**src/rtl/dwct_pkg.sv**
```systemverilog
// dwct_pkg: shared types and constants for the dna window constraint block
// no dependencies; imported by the interfaces and every rtl module
`default_nettype none

package dwct_pkg;

  // default window length in base-4 digits
  localparam int WINDOW_LEN_DEF = 8;

  // fixed payload widths
  localparam int WIN_FIELD_W = 16;
  localparam int SYM_W       = 2;
  localparam int CFG_W       = 3;
  localparam int RUN_OUT_W   = 4;
  localparam int BAL_OUT_W   = 5;

  // apb port
  localparam int PADDR_W = 3;
  localparam int PDATA_W = 32;

  // limits after reset
  localparam logic [CFG_W-1:0] MAX_RUN_RST = 3'd3;
  localparam logic [CFG_W-1:0] MAX_IMB_RST = 3'd2;

  // register index, taken from paddr[2]
  typedef enum logic [0:0] {
    REG_MAX_RUN = 1'b0,
    REG_MAX_IMB = 1'b1
  } cfg_reg_t;

  typedef struct packed {
    logic [CFG_W-1:0] max_run;
    logic [CFG_W-1:0] max_imbalance;
  } cfg_t;

endpackage

`default_nettype wire

```
**src/rtl/dwct_in_if.sv**
```systemverilog
// dwct_in_if: input channel, window and new symbol with valid/ready
// depends on dwct_pkg for field widths
`default_nettype none

interface dwct_in_if;
  import dwct_pkg::*;

  logic                   valid;
  logic                   ready;
  logic [WIN_FIELD_W-1:0] current_window;
  logic [SYM_W-1:0]       symbol;

  modport source (output valid, output current_window, output symbol, input ready);
  modport sink   (input valid, input current_window, input symbol, output ready);
endinterface

`default_nettype wire

```
**src/rtl/dwct_out_if.sv**
```systemverilog
// dwct_out_if: result channel, next window, flags and window statistics
// depends on dwct_pkg for field widths
`default_nettype none

interface dwct_out_if;
  import dwct_pkg::*;

  logic                        valid;
  logic                        ready;
  logic [WIN_FIELD_W-1:0]      next_window;
  logic                        current_ok;
  logic                        next_ok;
  logic [RUN_OUT_W-1:0]        run_length;
  logic signed [BAL_OUT_W-1:0] gc_imbalance;

  modport source (output valid, output next_window, output current_ok, output next_ok,
                  output run_length, output gc_imbalance, input ready);
  modport sink   (input valid, input next_window, input current_ok, input next_ok,
                  input run_length, input gc_imbalance, output ready);
endinterface

`default_nettype wire

```
**src/rtl/dwct_cfg.sv**
```systemverilog
// dwct_cfg: apb register file holding the run and balance limits
// depends on dwct_pkg
`default_nettype none

module dwct_cfg (
  input  logic                         clk,
  input  logic                         rst_n,
  input  logic                         psel,
  input  logic                         penable,
  input  logic                         pwrite,
  input  logic [dwct_pkg::PADDR_W-1:0] paddr,
  input  logic [dwct_pkg::PDATA_W-1:0] pwdata,
  output logic [dwct_pkg::PDATA_W-1:0] prdata,
  output logic                         pready,
  output dwct_pkg::cfg_t               cfg
);
  import dwct_pkg::*;

  cfg_t     cfg_r;
  cfg_t     cfg_nxt;
  cfg_reg_t reg_sel;
  logic     wr_en;

  assign reg_sel = cfg_reg_t'(paddr[2]);
  assign wr_en   = psel && penable && pwrite;
  assign pready  = 1'b1;

  always_comb begin
    cfg_nxt = cfg_r;
    if (wr_en) begin
      unique case (reg_sel)
        REG_MAX_RUN: cfg_nxt.max_run       = pwdata[CFG_W-1:0];
        REG_MAX_IMB: cfg_nxt.max_imbalance = pwdata[CFG_W-1:0];
      endcase
    end
  end

  always_comb begin
    unique case (reg_sel)
      REG_MAX_RUN: prdata = PDATA_W'(cfg_r.max_run);
      REG_MAX_IMB: prdata = PDATA_W'(cfg_r.max_imbalance);
    endcase
  end

  always_ff @(posedge clk) begin
    if (!rst_n) begin
      cfg_r.max_run       <= MAX_RUN_RST;
      cfg_r.max_imbalance <= MAX_IMB_RST;
    end else begin
      cfg_r <= cfg_nxt;
    end
  end

  assign cfg = cfg_r;

endmodule

`default_nettype wire

```
**src/rtl/dwct_win_eval.sv**
```systemverilog
// dwct_win_eval: longest run, gc balance and validity of one window
// depends on dwct_pkg; purely combinational
`default_nettype none

module dwct_win_eval #(
  parameter int WINDOW_LEN = dwct_pkg::WINDOW_LEN_DEF,
  localparam int WIN_W = 2 * WINDOW_LEN,
  localparam int RUN_W = $clog2(WINDOW_LEN + 1),
  localparam int BAL_W = RUN_W + 2
) (
  input  logic [WIN_W-1:0]        window,
  input  dwct_pkg::cfg_t          cfg,
  output logic [RUN_W-1:0]        run,
  output logic signed [BAL_W-1:0] bal,
  output logic                    ok
);
  import dwct_pkg::*;

  logic [WINDOW_LEN-1:0] eq;
  logic [WINDOW_LEN-1:0] hi_bits;
  logic [WINDOW_LEN:0]   t;     // t[j]: some run of at least j+1 equal digits
  logic [RUN_W-1:0]      ones;
  logic [BAL_W-1:0]      mag;

  always_comb begin
    eq      = '0;
    hi_bits = '0;
    for (int k = 0; k < WINDOW_LEN; k++) begin
      hi_bits[k] = window[2*k+1];
    end
    for (int k = 1; k < WINDOW_LEN; k++) begin
      eq[k] = (window[2*k +: 2] == window[2*k-2 +: 2]);
    end
  end

  // each threshold is an independent or of ands over consecutive equalities
  always_comb begin
    logic all_eq;
    all_eq = 1'b0;
    t      = '0;
    t[0]   = 1'b1;
    for (int j = 1; j < WINDOW_LEN; j++) begin
      for (int s = 1; s + j <= WINDOW_LEN; s++) begin
        all_eq = 1'b1;
        for (int k = 0; k < j; k++) begin
          all_eq = all_eq & eq[s+k];
        end
        t[j] = t[j] | all_eq;
      end
    end
  end

  // thermometer to binary: only the top set position contributes
  always_comb begin
    run = '0;
    for (int j = 0; j < WINDOW_LEN; j++) begin
      if (t[j] && !t[j+1]) begin
        run = run | RUN_W'(j + 1);
      end
    end
  end

  assign ones = RUN_W'($countones(hi_bits));
  assign bal  = $signed({1'b0, ones, 1'b0}) - $signed(BAL_W'(WINDOW_LEN));
  assign mag  = bal[BAL_W-1] ? BAL_W'(-bal) : BAL_W'(bal);

  assign ok = (BAL_W'(run) <= BAL_W'(cfg.max_run))
           && (mag <= BAL_W'(cfg.max_imbalance));

endmodule

`default_nettype wire

```
**src/rtl/dna_window_constraint_transition.sv**
```systemverilog
// dna_window_constraint_transition: one entry of the run/gc constraint graph
// an accepted item passes the input register, then the result register
// throughput: one item per cycle while the result side does not stall; both windows
// are checked in parallel between the input register and the result register
// reset: synchronous active low; clears both stage valids, limits go to 3 and 2
// depends on dwct_pkg, dwct_in_if, dwct_out_if, dwct_cfg, dwct_win_eval
`default_nettype none

module dna_window_constraint_transition #(
  parameter int WINDOW_LEN = dwct_pkg::WINDOW_LEN_DEF
) (
  input  logic                         clk,
  input  logic                         rst_n,
  dwct_in_if.sink                      in_ch,
  dwct_out_if.source                   out_ch,
  input  logic                         psel,
  input  logic                         penable,
  input  logic                         pwrite,
  input  logic [dwct_pkg::PADDR_W-1:0] paddr,
  input  logic [dwct_pkg::PDATA_W-1:0] pwdata,
  output logic [dwct_pkg::PDATA_W-1:0] prdata,
  output logic                         pready
);
  import dwct_pkg::*;

  localparam int WIN_W = 2 * WINDOW_LEN;
  localparam int RUN_W = $clog2(WINDOW_LEN + 1);
  localparam int BAL_W = RUN_W + 2;

  cfg_t cfg;

  // stage valids and handshakes
  logic s1_valid_r, s1_valid_nxt;
  logic out_valid_r, out_valid_nxt;
  logic out_free;
  logic s1_ready;
  logic in_fire;
  logic s1_move;

  // input register
  logic [WIN_FIELD_W-1:0] s1_win_r;
  logic [SYM_W-1:0]       s1_sym_r;

  // evaluation
  logic [WIN_W-1:0]        cur_w;
  logic [WIN_W-1:0]        nxt_w;
  logic [WIN_FIELD_W-1:0]  nxt_field;
  logic [RUN_W-1:0]        cur_run;
  logic signed [BAL_W-1:0] cur_bal;
  logic                    cur_ok;
  logic [RUN_W-1:0]        nxt_run;
  logic signed [BAL_W-1:0] nxt_bal;
  logic                    nxt_ok;
  logic [7:0]              run8;
  logic signed [7:0]       bal8;
  logic [RUN_OUT_W-1:0]    run_sat;
  logic signed [BAL_OUT_W-1:0] bal_sat;

  // result register
  logic [WIN_FIELD_W-1:0]      res_win_r;
  logic                        res_cok_r;
  logic                        res_nok_r;
  logic [RUN_OUT_W-1:0]        res_run_r;
  logic signed [BAL_OUT_W-1:0] res_bal_r;

  dwct_cfg u_cfg (
    .clk     (clk),
    .rst_n   (rst_n),
    .psel    (psel),
    .penable (penable),
    .pwrite  (pwrite),
    .paddr   (paddr),
    .pwdata  (pwdata),
    .prdata  (prdata),
    .pready  (pready),
    .cfg     (cfg)
  );

  assign out_free     = !out_valid_r || out_ch.ready;
  assign s1_ready     = !s1_valid_r || out_free;
  assign in_ch.ready  = s1_ready;
  assign in_fire      = in_ch.valid && s1_ready;
  assign s1_move      = s1_valid_r && out_free;

  assign s1_valid_nxt  = in_fire ? 1'b1 : (out_free ? 1'b0 : s1_valid_r);
  assign out_valid_nxt = out_free ? s1_valid_r : 1'b1;

  always_ff @(posedge clk) begin
    if (!rst_n) begin
      s1_valid_r  <= 1'b0;
      out_valid_r <= 1'b0;
    end else begin
      s1_valid_r  <= s1_valid_nxt;
      out_valid_r <= out_valid_nxt;
    end
  end

  always_ff @(posedge clk) begin
    if (in_fire) begin
      s1_win_r <= in_ch.current_window;
      s1_sym_r <= in_ch.symbol;
    end
  end

  // digits above the field read as zero, digits above the window are dropped
  always_comb begin
    cur_w     = '0;
    nxt_field = '0;
    for (int i = 0; i < WIN_W; i++) begin
      if (i < WIN_FIELD_W) begin
        cur_w[i] = s1_win_r[i];
      end
    end
    nxt_w = {s1_sym_r, cur_w[WIN_W-1:2]};
    for (int i = 0; i < WIN_FIELD_W; i++) begin
      if (i < WIN_W) begin
        nxt_field[i] = nxt_w[i];
      end
    end
  end

  dwct_win_eval #(.WINDOW_LEN(WINDOW_LEN)) u_eval_cur (
    .window (cur_w),
    .cfg    (cfg),
    .run    (cur_run),
    .bal    (cur_bal),
    .ok     (cur_ok)
  );

  dwct_win_eval #(.WINDOW_LEN(WINDOW_LEN)) u_eval_nxt (
    .window (nxt_w),
    .cfg    (cfg),
    .run    (nxt_run),
    .bal    (nxt_bal),
    .ok     (nxt_ok)
  );

  // reported statistics saturate to the field widths
  assign run8 = 8'(cur_run);
  assign bal8 = 8'(cur_bal);
  assign run_sat = (run8 > 8'd15) ? 4'd15 : run8[RUN_OUT_W-1:0];
  assign bal_sat = (bal8 > 8'sd15)  ? 5'sd15 :
                   (bal8 < -8'sd16) ? -5'sd16 : bal8[BAL_OUT_W-1:0];

  always_ff @(posedge clk) begin
    if (s1_move) begin
      res_win_r <= nxt_field;
      res_cok_r <= cur_ok;
      res_nok_r <= cur_ok && nxt_ok;
      res_run_r <= run_sat;
      res_bal_r <= bal_sat;
    end
  end

  assign out_ch.valid        = out_valid_r;
  assign out_ch.next_window  = res_win_r;
  assign out_ch.current_ok   = res_cok_r;
  assign out_ch.next_ok      = res_nok_r;
  assign out_ch.run_length   = res_run_r;
  assign out_ch.gc_imbalance = res_bal_r;

  // next window can only pass when the current one does
  a_nok_implies_cok: assert property (@(posedge clk) disable iff (!rst_n)
    out_valid_r |-> (res_cok_r || !res_nok_r))
    else $error("next_ok set with current_ok clear");

  // every window has a run of at least one
  a_run_nonzero: assert property (@(posedge clk) disable iff (!rst_n)
    out_valid_r |-> (res_run_r != '0))
    else $error("run_length of zero delivered");

  // a held input item is not dropped while the result side stalls
  a_s1_held: assert property (@(posedge clk) disable iff (!rst_n)
    (s1_valid_r && !out_free) |=> (s1_valid_r && $stable(s1_win_r) && $stable(s1_sym_r)))
    else $error("stalled input item lost");

  a_reset_clears: assert property (@(posedge clk)
    !rst_n |=> (!out_ch.valid && in_ch.ready))
    else $error("pipeline not empty after reset");

endmodule

`default_nettype wire
```
**src/flat_wrapper.sv**
```systemverilog
// flat-port wrapper written by rule: the top's interface ports become plain ports
module dna_window_constraint_transition_flat import dwct_pkg::*;
#(
  parameter int WINDOW_LEN = dwct_pkg::WINDOW_LEN_DEF
)
  (clk, rst_n, psel, penable, pwrite, paddr, pwdata, prdata, pready, in_ch_valid, in_ch_current_window, in_ch_symbol, in_ch_ready, out_ch_valid, out_ch_next_window, out_ch_current_ok, out_ch_next_ok, out_ch_run_length, out_ch_gc_imbalance, out_ch_ready);
  dwct_in_if in_ch_i ();
  dwct_out_if out_ch_i ();
  input  logic clk;
  input  logic rst_n;
  input  logic psel;
  input  logic penable;
  input  logic pwrite;
  input  logic [dwct_pkg::PADDR_W-1:0] paddr;
  input  logic [dwct_pkg::PDATA_W-1:0] pwdata;
  output logic [dwct_pkg::PDATA_W-1:0] prdata;
  output logic pready;
  input wire logic [$bits(in_ch_i.valid)-1:0] in_ch_valid;
  input wire logic [$bits(in_ch_i.current_window)-1:0] in_ch_current_window;
  input wire logic [$bits(in_ch_i.symbol)-1:0] in_ch_symbol;
  output wire logic [$bits(in_ch_i.ready)-1:0] in_ch_ready;
  output wire logic [$bits(out_ch_i.valid)-1:0] out_ch_valid;
  output wire logic [$bits(out_ch_i.next_window)-1:0] out_ch_next_window;
  output wire logic [$bits(out_ch_i.current_ok)-1:0] out_ch_current_ok;
  output wire logic [$bits(out_ch_i.next_ok)-1:0] out_ch_next_ok;
  output wire logic [$bits(out_ch_i.run_length)-1:0] out_ch_run_length;
  output wire logic [$bits(out_ch_i.gc_imbalance)-1:0] out_ch_gc_imbalance;
  input wire logic [$bits(out_ch_i.ready)-1:0] out_ch_ready;
  assign in_ch_i.valid = in_ch_valid;
  assign in_ch_i.current_window = in_ch_current_window;
  assign in_ch_i.symbol = in_ch_symbol;
  assign in_ch_ready = in_ch_i.ready;
  assign out_ch_valid = out_ch_i.valid;
  assign out_ch_next_window = out_ch_i.next_window;
  assign out_ch_current_ok = out_ch_i.current_ok;
  assign out_ch_next_ok = out_ch_i.next_ok;
  assign out_ch_run_length = out_ch_i.run_length;
  assign out_ch_gc_imbalance = out_ch_i.gc_imbalance;
  assign out_ch_i.ready = out_ch_ready;
  dna_window_constraint_transition #(.WINDOW_LEN(WINDOW_LEN)) u_core (.clk(clk), .rst_n(rst_n), .in_ch(in_ch_i), .out_ch(out_ch_i), .psel(psel), .penable(penable), .pwrite(pwrite), .paddr(paddr), .pwdata(pwdata), .prdata(prdata), .pready(pready));
endmodule
```
**config.mk**
```make
export PLATFORM = sky130hd
export DESIGN_NAME = dna_window_constraint_transition_flat
export DESIGN_NICKNAME = d
export VERILOG_FILES = /design/src/rtl/dwct_pkg.sv /design/src/rtl/dwct_in_if.sv /design/src/rtl/dwct_out_if.sv /design/src/rtl/dwct_cfg.sv /design/src/rtl/dwct_win_eval.sv /design/src/rtl/dna_window_constraint_transition.sv /design/src/flat_wrapper.sv
export SDC_FILE = /design/constraint.sdc
export NUM_CORES = 1
export LEC_CHECK = 0
export ABC_CLOCK_PERIOD_IN_PS = 4000
export BUFFER_PORTS_ARGS = -buffer_cell sky130_fd_sc_hd__buf_4
export CORE_UTILIZATION = 47
export CTS_CLUSTER_SIZE = 28
export DETAILED_ROUTE_END_ITERATION = 12
export HOLD_SLACK_MARGIN = 0.05
export PLACE_DENSITY = 0.75
export SLEW_MARGIN = 20
export SYNTH_ARGS = -nofsm -noshare
export SYNTH_HDL_FRONTEND = slang
export SYNTH_HIERARCHICAL = 1
export SYNTH_SLANG_ARGS = --single-unit
```
**constraint.sdc**
```tcl
create_clock -name clk -period 4 [get_ports clk]
set_clock_uncertainty 0.1 [all_clocks]
set_input_delay 0.2 -clock clk [delete_from_list [all_inputs] [get_ports clk]]
set_output_delay 0.2 -clock clk [all_outputs]
set_load 0.01 [all_outputs]
```
; Word level (Yosys, flattened, before mapping)
; Index checks and enable logic that the tools add are counted.
[op_classes]
addsub = 18
magnitude_cmp = 7
eq_ne = 8
muxes = 23
bitwise_logic = 70
n_reduce_logical = 38
[ops]
columns = cell, count
row1 = $pmux 32 s2, 1
row2 = $or 1x1->1, 42
row3 = $and 1x1->1, 27
row4 = $add 4x4->4, 6
row5 = $mux 3, 8
row6 = $logic_and 1x1->1, 19
row7 = $add 1x1->2, 8
row8 = $eq 2x2->1, 8
row9 = $logic_not 1->1, 14
row10 = $le 6x3->1, 2
row11 = $mux 6, 2
row12 = $neg 6->6, 2
row13 = $sub 5x4->6 const B, 2
row14 = $le 4x3->1, 2
row15 = $mux 2, 4
row16 = $mux 4, 2
row17 = $gt 6x5->1 const B, 1
row18 = $lt 6x5->1 const B, 1
row19 = $mux 1, 5
row20 = $mux 5, 1
row21 = $gt 4x4->1 const B, 1
row22 = $reduce_and 2->1, 2
row23 = $logic_or 1x1->1, 2
row24 = $reduce_bool 2->1, 1
row25 = $not 1->1, 1
[totals]
regBits = 53
inputBits = 60
out_inout_bits = 62

; Longest topological paths before layout
; Gate-level depths: netlist of the first run.
[depth]
depth_word = 19
mapped_depth = 16
mapped_depth_nobuf = 16

; By module
; The synthesis of the first run kept the hierarchy.
[by_module_without_submodules]
columns = module, n_inst, cells_per_inst, area_per_inst_um2, seq_area_each_um2
row1 = dna_window_constraint_transition, 1, 63, 1495.2, 1391.3
row2 = dwct_win_eval (u_core.u_eval_nxt), 1, 115, 930.9, 0.0
row3 = dwct_win_eval (u_core.u_eval_cur), 1, 113, 889.6, 0.0
row4 = dwct_cfg, 1, 61, 536.8, 120.1

; Worst setup path after synthesis of the first run
; Ideal clock, no wire load.
[synth_timing]
kind = reg-to-reg
from = register u_core.s1_win_r[5] (netlist: u_core/cur_w[5])
to = register u_core.res_nok_r (netlist: u_core/out_ch.next_ok) (data pin)
setup_ps = 255
t_arrival_ps = 3780
required_time_ps = 3645
setup_slack_ps = -135
stages_incl_launch_ff = 15
path_buffers = 0
period_less_slack_ps = 4135
path_cell_list = edfxtp_1 -> ha_1 -> fa_1 -> fa_1 -> ha_1 -> fa_1 -> inv_1 -> ha_1 -> nand2_1 -> o21ai_0 -> ha_1 -> and3b_1 -> o21ai_0 -> nor3_1 -> and2_1
[synth_rtl]
columns = item, line
row1 = "start, declared", dna_window_constraint_transition.sv:41  ; logic [WIN_FIELD_W-1:0] s1_win_r;
row2 = "start signal, assigned", dna_window_constraint_transition.sv:100  ; s1_win_r <= in_ch.current_window;
row3 = $add 1x1->2 (implied by the code) *, dwct_win_eval.sv:63  ; assign ones = RUN_W'($countones(hi_bits));
row4 = $add 4x4->4 (implied by the code) * (2 in a row), dwct_win_eval.sv:63
row5 = $sub 5x4->6 *, dwct_win_eval.sv:64  ; assign bal = $signed({1'b0, ones, 1'b0}) - $signed(BAL_W'(WINDOW_LEN));
row6 = named net u_core.cur_bal[3], dna_window_constraint_transition.sv:49  ; logic signed [BAL_W-1:0] cur_bal;
row7 = $neg 6->6, dwct_win_eval.sv:65  ; assign mag = bal[BAL_W-1] ? BAL_W'(-bal) : BAL_W'(bal);
row8 = $mux 6 *, dwct_win_eval.sv:65
row9 = $le 6x3->1 *, dwct_win_eval.sv:68  ; && (mag <= BAL_W'(cfg.max_imbalance));
row10 = $logic_and 1x1->1 *, dwct_win_eval.sv:68
row11 = named net u_core.cur_ok, dna_window_constraint_transition.sv:50  ; logic cur_ok;
row12 = $logic_and 1x1->1 *, dna_window_constraint_transition.sv:149  ; res_nok_r <= cur_ok && nxt_ok;
row13 = "end signal, assigned", dna_window_constraint_transition.sv:149
row14 = "end, declared", dna_window_constraint_transition.sv:62  ; logic res_nok_r;
; The timed path passes the listed nets; every way through them passes the cells marked *.
; A chain may end at the register's enable or synchronous reset.

; Final worst setup path of the first run
[layout_timing]
from = register u_core.s1_win_r[7] (netlist: u_core/cur_w[7])
to = register u_core.res_nok_r (netlist: u_core/out_ch.next_ok) (data pin)
; Same word-level chain as after synthesis.

==> results.md, run 1 <==
- TritonCTS Buffers: 5
- Kind of end point of the critical path: flip-flop
- Mapped cell area: 3832 sq um
- Initial antenna violation count: 0
- Routed WL: 7989 microns
- Clock sinks: 53
- Layout Cells excl Fill: 562
- Clock power frac: 0.171
- Root Driver: clkbuf_8
- Setup violators final: 0
- MaxCap Viol Count: 0
- Net switching power: 0.6566 mW
- GR Util All Layers: 0.1950
- Die Footprint: 8519 sq um
- CTS Buffer Depth: 2
- Core area: 7807 sq um
- Worst-Skew Late Latency: 0.32 ns
- Layout Nets: 555
- I/O Pins: 122
- Hold Path Depth: 3
- RSZ-0062 raised after global routing: true
- Avg Inst Size Synth: 10.98 sq um
- Tightest Pin Transition: 0.6523 ns
- Vias in the first global route: 2809
- Switching share of power: 0.3482
- Reg-to-reg startpoint: u_core/cur_w[7]$_DFFE_PP_
- Top sig layer: met4
- Internal: 1.229 mW
- Peak supply drop: 211.1 uV
- CTS clk-pin slew, worst paths: 0.11 ns
- Via-to-Cell Ratio: 5.105
- H-Tree Depth: 2
- Hold endpoint: u_core/u_cfg/cfg[4]$_SDFFE_PN1P_
- Global route total overflow: 0
- Outcome: completed
- Hold Startpoint: pwdata[1]
- Startpoint types: flip-flop
- DR DRC count: 0
- DRT iter0 DRCs: 111
- Synth Instances: 349
- Wire per inst: 14.22 microns
- Leak pwr: 2.043 nW
- Dpl ws: -0.2097 ns
- Synth-to-Final Area Change: 28.60%
- Reg2reg end: u_core/out_ch.next_ok$_DFFE_PP_
- Comb power frac: 0.465
- Slew Viols, Final: 0
- Ratio of final minimum period to clock period: 0.9961
- WP data arrival: 3.97 ns
- Final core utilization: 0.6313
- Largest net degree at the start of global routing: 28
- Final setup margin: 0.01557 ns
- Seq pwr share: 0.363
- Final ANT Viol Nets: 0
- CTS tree: done
- CP required: 3.99 ns
- Met3 WL: 438 microns
- Max Fclk: 0.2510 GHz
- FP Rows: 32
- Synth warn: 6
- Worst-path fanout max: 3
- Die Y: 92.30 microns
- Tot Pwr: 1.886 mW
- Hold Violations, Final: 0
- Initial core utilization: 0.4909
- Port Buffer Count: 60
- Vias: 2869
- Headroom to the max-slew limit: 0.5612
- Worst R2R Path Depth: 17
- Count of TritonRoute iterations in the first routing pass: 6
- Met2 WL post-DR: 4184 microns
- Hold Crit Class: in -> reg
- Setup Crit Path Kind: reg -> reg
- Min Hold Slack: 0.05740 ns
- # fillers: 624
- Inserted Diodes: 0
- Pwr dens: 382.6 nW/um^2
- Metal-1 WL: 3256 microns
- Gp weighted congestion: 0.8698
- Reg-to-reg setup timing slack: 0.02 ns
- Die width: 92.30 microns
- Final min period: 3.984 ns
- Layout cells sized above 1: 0.3609
- First-pass GRT wire length: 12930 microns
- DP Wirelength: 5777 microns
- Placed cells: 521
==> cells in the final DEF, fill, tap and decap left out, types with 3 or more instances in the layout <==
master	instances
buf_6	4
a211oi_4	5
inv_1	25
fa_1	6
dfxtp_1	8
inv_2	7
nor4_1	6
o21a_1	3
o21ai_0	5
a31oi_1	3
a211oi_2	5
o22ai_1	6
clkbuf_8	5
ha_1	18
nand3_1	17
or3_1	7
a21o_1	5
conb_1	31
buf_4	92
ha_2	3
nand2_1	13
edfxtp_1	45
nor2_1	17
xor2_1	17
a21oi_1	3
nor2b_1	8
mux2i_1	7
or3_4	5
o21ai_2	4
ha_4	7
mux2_2	3
dlygate4sd3_1	20
==> sequential cells by signal, indices dropped and copies added (netlist names) <==
name / cells
u_core/u_cfg/cfg: 6
u_core/s1_valid_r: 1
u_core/out_ch.run_length: 4
u_core/out_ch.current_ok: 1
u_core/out_ch.next_window: 16
u_core/out_ch.gc_imbalance: 5
u_core/cur_w: 16
u_core/out_ch.valid: 1
u_core/s1_sym_r: 2
u_core/out_ch.next_ok: 1
==> worst max-delay path, cell delays in order, from the launching register on <==
cell and delay, ns:
edfxtp_1 0.45, buf_6 0.14, ha_4 0.13, inv_4 0.03, fa_1 0.51, inv_2 0.04
fa_1 0.45, ha_2 0.20, fa_1 0.52, inv_2 0.07, ha_4 0.17, nand2_2 0.06
o21ai_2 0.05, ha_1 0.28, and3b_1 0.19, o21ai_2 0.15, nor3_2 0.06, and2_1 0.16
==> worst max-delay path by stage <==
stage,from,endpoint,slack (ns),depth (start not counted)
after floorplan,u_core/cur_w[9]$_DFFE_PP_,u_core/out_ch.next_ok$_DFFE_PP_,0.01,16
after global placement,u_core/cur_w[15]$_DFFE_PP_,u_core/out_ch.next_ok$_DFFE_PP_,-0.04,13
after detailed placement,u_core/cur_w[15]$_DFFE_PP_,u_core/out_ch.next_ok$_DFFE_PP_,-0.21,13
after CTS,u_core/cur_w[7]$_DFFE_PP_,u_core/out_ch.next_ok$_DFFE_PP_,0.005,17
after global routing,u_core/cur_w[13]$_DFFE_PP_,u_core/out_ch.next_ok$_DFFE_PP_,-0.14,17
final,u_core/cur_w[7]$_DFFE_PP_,u_core/out_ch.next_ok$_DFFE_PP_,0.02,17
==> power groups by stage <==
stage | sequential [mW] | clock [mW] | combinational, mW
2_1_floorplan | 0.701 | 0 | 0.483
3_3_place_gp | 0.699 | 0 | 0.640
3_5_place_dp | 0.700 | 0 | 0.672
4_1_cts | 0.685 | 0.333 | 0.750
5_1_grt | 0.690 | 0.352 | 0.967
6_report | 0.685 | 0.323 | 0.877
==> cell type report <==
cell class,instances,area [sq um],share of cell area
Clock buffer,5,68.82,0.01396
Tap cell,102,127.6,0.02589
Timing Repair Buffer,116,935.9,0.1899
Clock inverter,3,25.02,0.005077
Sequential cell,53,1511,0.3067
Inverter,33,126.4,0.02564
Multi-Input combinational cell,250,2133,0.4329
==> repair_timing <==
action,4_1_cts,5_1_grt
hold endpoints to repair,21,0
hold buffers,20,0
setup buffers,9,4
resized for setup,15,22
endpoints found under the setup margin,2,2
pin swaps,15,21
==> per-stage QoR <==
| stage | TNS (ns) | cell area (sq um) |
|---|---|---|
| 6_report | 0 | 4928 |
| 5_1_grt | -0.2447 | 4928 |
| 4_1_cts | 0 | 4825 |
| 3_5_place_dp | -0.2434 | 4403 |
| 3_3_place_gp | -0.04830 | 4403 |
| 2_1_floorplan | 0 | 3978 |
==> metal layers <==
| layer | GRT usage | up-vias |
|---|---|---|
| li1 | - | 1395 |
| met1 | 0.2347 | 1368 |
| met2 | 0.3611 | 95 |
| met3 | 0.03038 | 11 |
| met4 | 0.04818 | 0 |
| met5 | 0 | - |
Power figures use the tool's default switching activity.
==> run 2, diff against run 1 <==
- CAP_MARGIN: unset -> 20
- CTS_CLUSTER_DIAMETER: unset -> 60
- PLACE_DENSITY: 0.75 -> 0.85
==> run 2 against run 1 <==
Effect of this change: final cell count down 0.89%; non-clock buffer count down 5; setup slack worse by 0.0013 ns; first-iteration DRC count up 24%; die area unchanged; register-to-register slack about the same; clock power down 7.7%; utilization down 0.77 points; global-route usage up 0.23 points; flip-flop and latch count unchanged.
==> results.md, run 2 (synthesized netlist as in run 1, its figures left out) <==
- Reg-to-reg startpoint: u_core/cur_w[11]$_DFFE_PP_
- Min Hold Slack: 0.06990 ns (+0.01251 ns)
- Worst R2R Path Depth: 17 (unchanged)
- Kind of end point of the critical path: flip-flop
- M1 GR Usage: 0.2399 (+0.005183)
- CTS Buffer Depth: 2 (unchanged)
- FP Rows: 32 (unchanged)
- Worst path top cell family by delay: adder cells
- RSZ-0062 raised after global routing: true
- Worst-path fanout max: 3 (unchanged)
- DRT iter0 DRCs: 138 (+24%)
- Tightest Pin Transition: 0.6088 ns (-0.04342 ns)
- Ratio of final minimum period to clock period: 0.9964 (about the same)
- CTS tree: done
- Vias: 2844 (-0.87%)
- Headroom to the max-slew limit: 0.5932 (+0.03205)
- Die Y: 92.30 microns (unchanged)
- CP cell instances: buf_6 > ha_4 > inv_2 > fa_1 > inv_2 > fa_1 > ha_2 > fa_1 > inv_2 > ha_4 > nand2_2 > o21ai_2 > ha_1 > and3b_1 > o21ai_2 > nor3_2 > and2_1
- Gp weighted congestion: 0.9148 (+5.2%)
- Setup violators final: 0 (unchanged)
- TritonCTS Buffers: 5 (unchanged)
- Slowest cell on the critical path: fa_1
- GR Util met2: 0.3537 (-0.007407)
- Slew Viols, Final: 0 (unchanged)
- GRT met3 Usage: 0.02791 (-0.002463)
- Layout Nets: 550 (-0.90%)
- Reg-to-reg setup timing slack: 0.01 ns (about the same)
- Via-to-Cell Ratio: 5.106 (about the same)
- Crit path buf inv count: 4 (unchanged)
- Reg2reg end: u_core/out_ch.next_ok$_DFFE_PP_
- Leak pwr: 2.009 nW (-1.7%)
- Crit path largest cell delay: 0.53 ns (about the same)
- Vias in the first global route: 2891 (+2.9%)
- Hold Crit Class: in -> reg
- H-Tree Depth: 2 (unchanged)
- Hold Path Depth: 3 (unchanged)
- Synth-to-Final Area Change: 27.03%
- Pwr dens: 373.8 nW/um^2 (-2.3%)
- Inserted Diodes: 0 (unchanged)
- Die width: 92.30 microns (unchanged)
- First-pass GRT wire length: 13230 microns (+2.3%)
- Die Footprint: 8519 sq um (unchanged)
- Worst-Skew Late Latency: 0.30 ns (-0.02 ns)
- GR Util All Layers: 0.1973 (+0.002268)
- Root Driver: clkbuf_8
- Startpoint types: flip-flop
- Layout cells sized above 1: 0.3429 (-0.01801)
- CTS clk-pin slew, worst paths: 0.10 ns (about the same)
- Most crowded layer after global routing: met2
- Core area: 7807 sq um (unchanged)
- WP data arrival: 3.96 ns (about the same)
- Global route total overflow: 0 (unchanged)
- CP required: 3.98 ns (about the same)
- Count of TritonRoute iterations in the first routing pass: 4 (-2)
- Initial core utilization: 0.4909 (unchanged)
- Final min period: 3.986 ns (+0.001316 ns)
- Most frequent cells in the layout: buf_4 (87), edfxtp_1 (45), conb_1 (31)
- Clock sinks: 53 (unchanged)
- I/O Pins: 122 (unchanged)
- Setup Crit Path Kind: reg -> reg
- Outcome: completed
- Most common cell after layout, fill and taps aside: buf_4
- Hold Startpoint: in_ch_valid
- Final ANT Viol Nets: 0 (unchanged)
- MaxCap Viol Count: 0 (unchanged)
- Peak supply drop: 165.1 uV (-22%)
- Port Buffer Count: 60 (unchanged)
- Setup TNS: 0 ns (unchanged)
- Largest net degree at the start of global routing: 28 (unchanged)
- DR DRC count: 0 (unchanged)
- Initial antenna violation count: 0 (unchanged)
- Routed WL: 7965 microns (-0.30%)
- Final core utilization: 0.6236 (-0.007692)
- DP Wirelength: 5909 microns (+2.3%)
- Hold endpoint: u_core/s1_valid_r$_SDFFE_PN0P_
- Wire per inst: 14.30 microns (+0.59%)
- Hold Violations, Final: 0 (unchanged)
- Max Fclk: 0.2509 GHz (about the same)
==> run 2: changes by cell type in the layout (fill, tap and decap cells not counted), moves of 2 or more <==
cell,delta
inv_1,+3
inv_6,-2
inv_2,-2
buf_4,-5
==> run 2: worst max path at each step <==
stage / startpoint / end / slack, ns / cells past startpoint
2_1_floorplan: u_core/cur_w[9]$_DFFE_PP_ / u_core/out_ch.next_ok$_DFFE_PP_ / 0.01 / 16
3_3_place_gp: u_core/cur_w[11]$_DFFE_PP_ / u_core/out_ch.next_ok$_DFFE_PP_ / -0.07 / 13
3_5_place_dp: u_core/cur_w[11]$_DFFE_PP_ / u_core/out_ch.next_ok$_DFFE_PP_ / -0.19 / 13
4_1_cts: u_core/cur_w[15]$_DFFE_PP_ / u_core/out_ch.next_ok$_DFFE_PP_ / 0.004 / 17
5_1_grt: u_core/cur_w[7]$_DFFE_PP_ / u_core/out_ch.next_ok$_DFFE_PP_ / -0.09 / 17
6_report: u_core/cur_w[11]$_DFFE_PP_ / u_core/out_ch.next_ok$_DFFE_PP_ / 0.01 / 17
==> run 2: tightest hold or removal path: cells and delay by family <==
kind	cells	cell delay, ns
buf+inv	2	0.13
compound gates	1	0.11
==> run 2: power breakdown <==
part / leakage, nW / switching, mW / internal (mW)
logic: 1.48 / 0.416 / 0.420
registers: 0.493 / 0.0330 / 0.653
clock network: 0.0374 / 0.174 / 0.124
==> run 2: routing by layer <==
| metal | vias up | share of wire |
|---|---|---|
| li1 | 1378 | - |
| met5 | - | 0 |
| met3 | 19 | 0.047 |
| met4 | 0 | 0.028 |
| met2 | 109 | 0.51 |
| met1 | 1338 | 0.41 |
==> run 2: final cells by class <==
cell class              count  area [sq um]
fillers                   618          2939
multi-input cells         250          2118
flip-flops and latches     53          1511
repair buffers            111         899.6
well taps                 102         127.6
inverters                  33         123.9
clock buffers               6         72.57
clock inverters             2         15.01
==> run 2: timing repair <==
action,CTS,global route
gates resized for setup,17,13
pin swaps,16,13
endpoints found under the setup margin,2,2
hold endpoints to repair,19,0
setup buffers,8,3
hold buffers,19,0
==> run 2: stage by stage <==
stage	power [mW]	cells	setup slack, ns	instance area (sq um)
final	1.820	557	0.01425	4868
after global routing	1.935	557	-0.09249	4868
after CTS	1.766	554	0.003524	4802
after detailed placement	1.393	519	-0.1909	4388
after global placement	1.340	519	-0.06788	4388
after floorplan	1.184	377	0.01396	3978
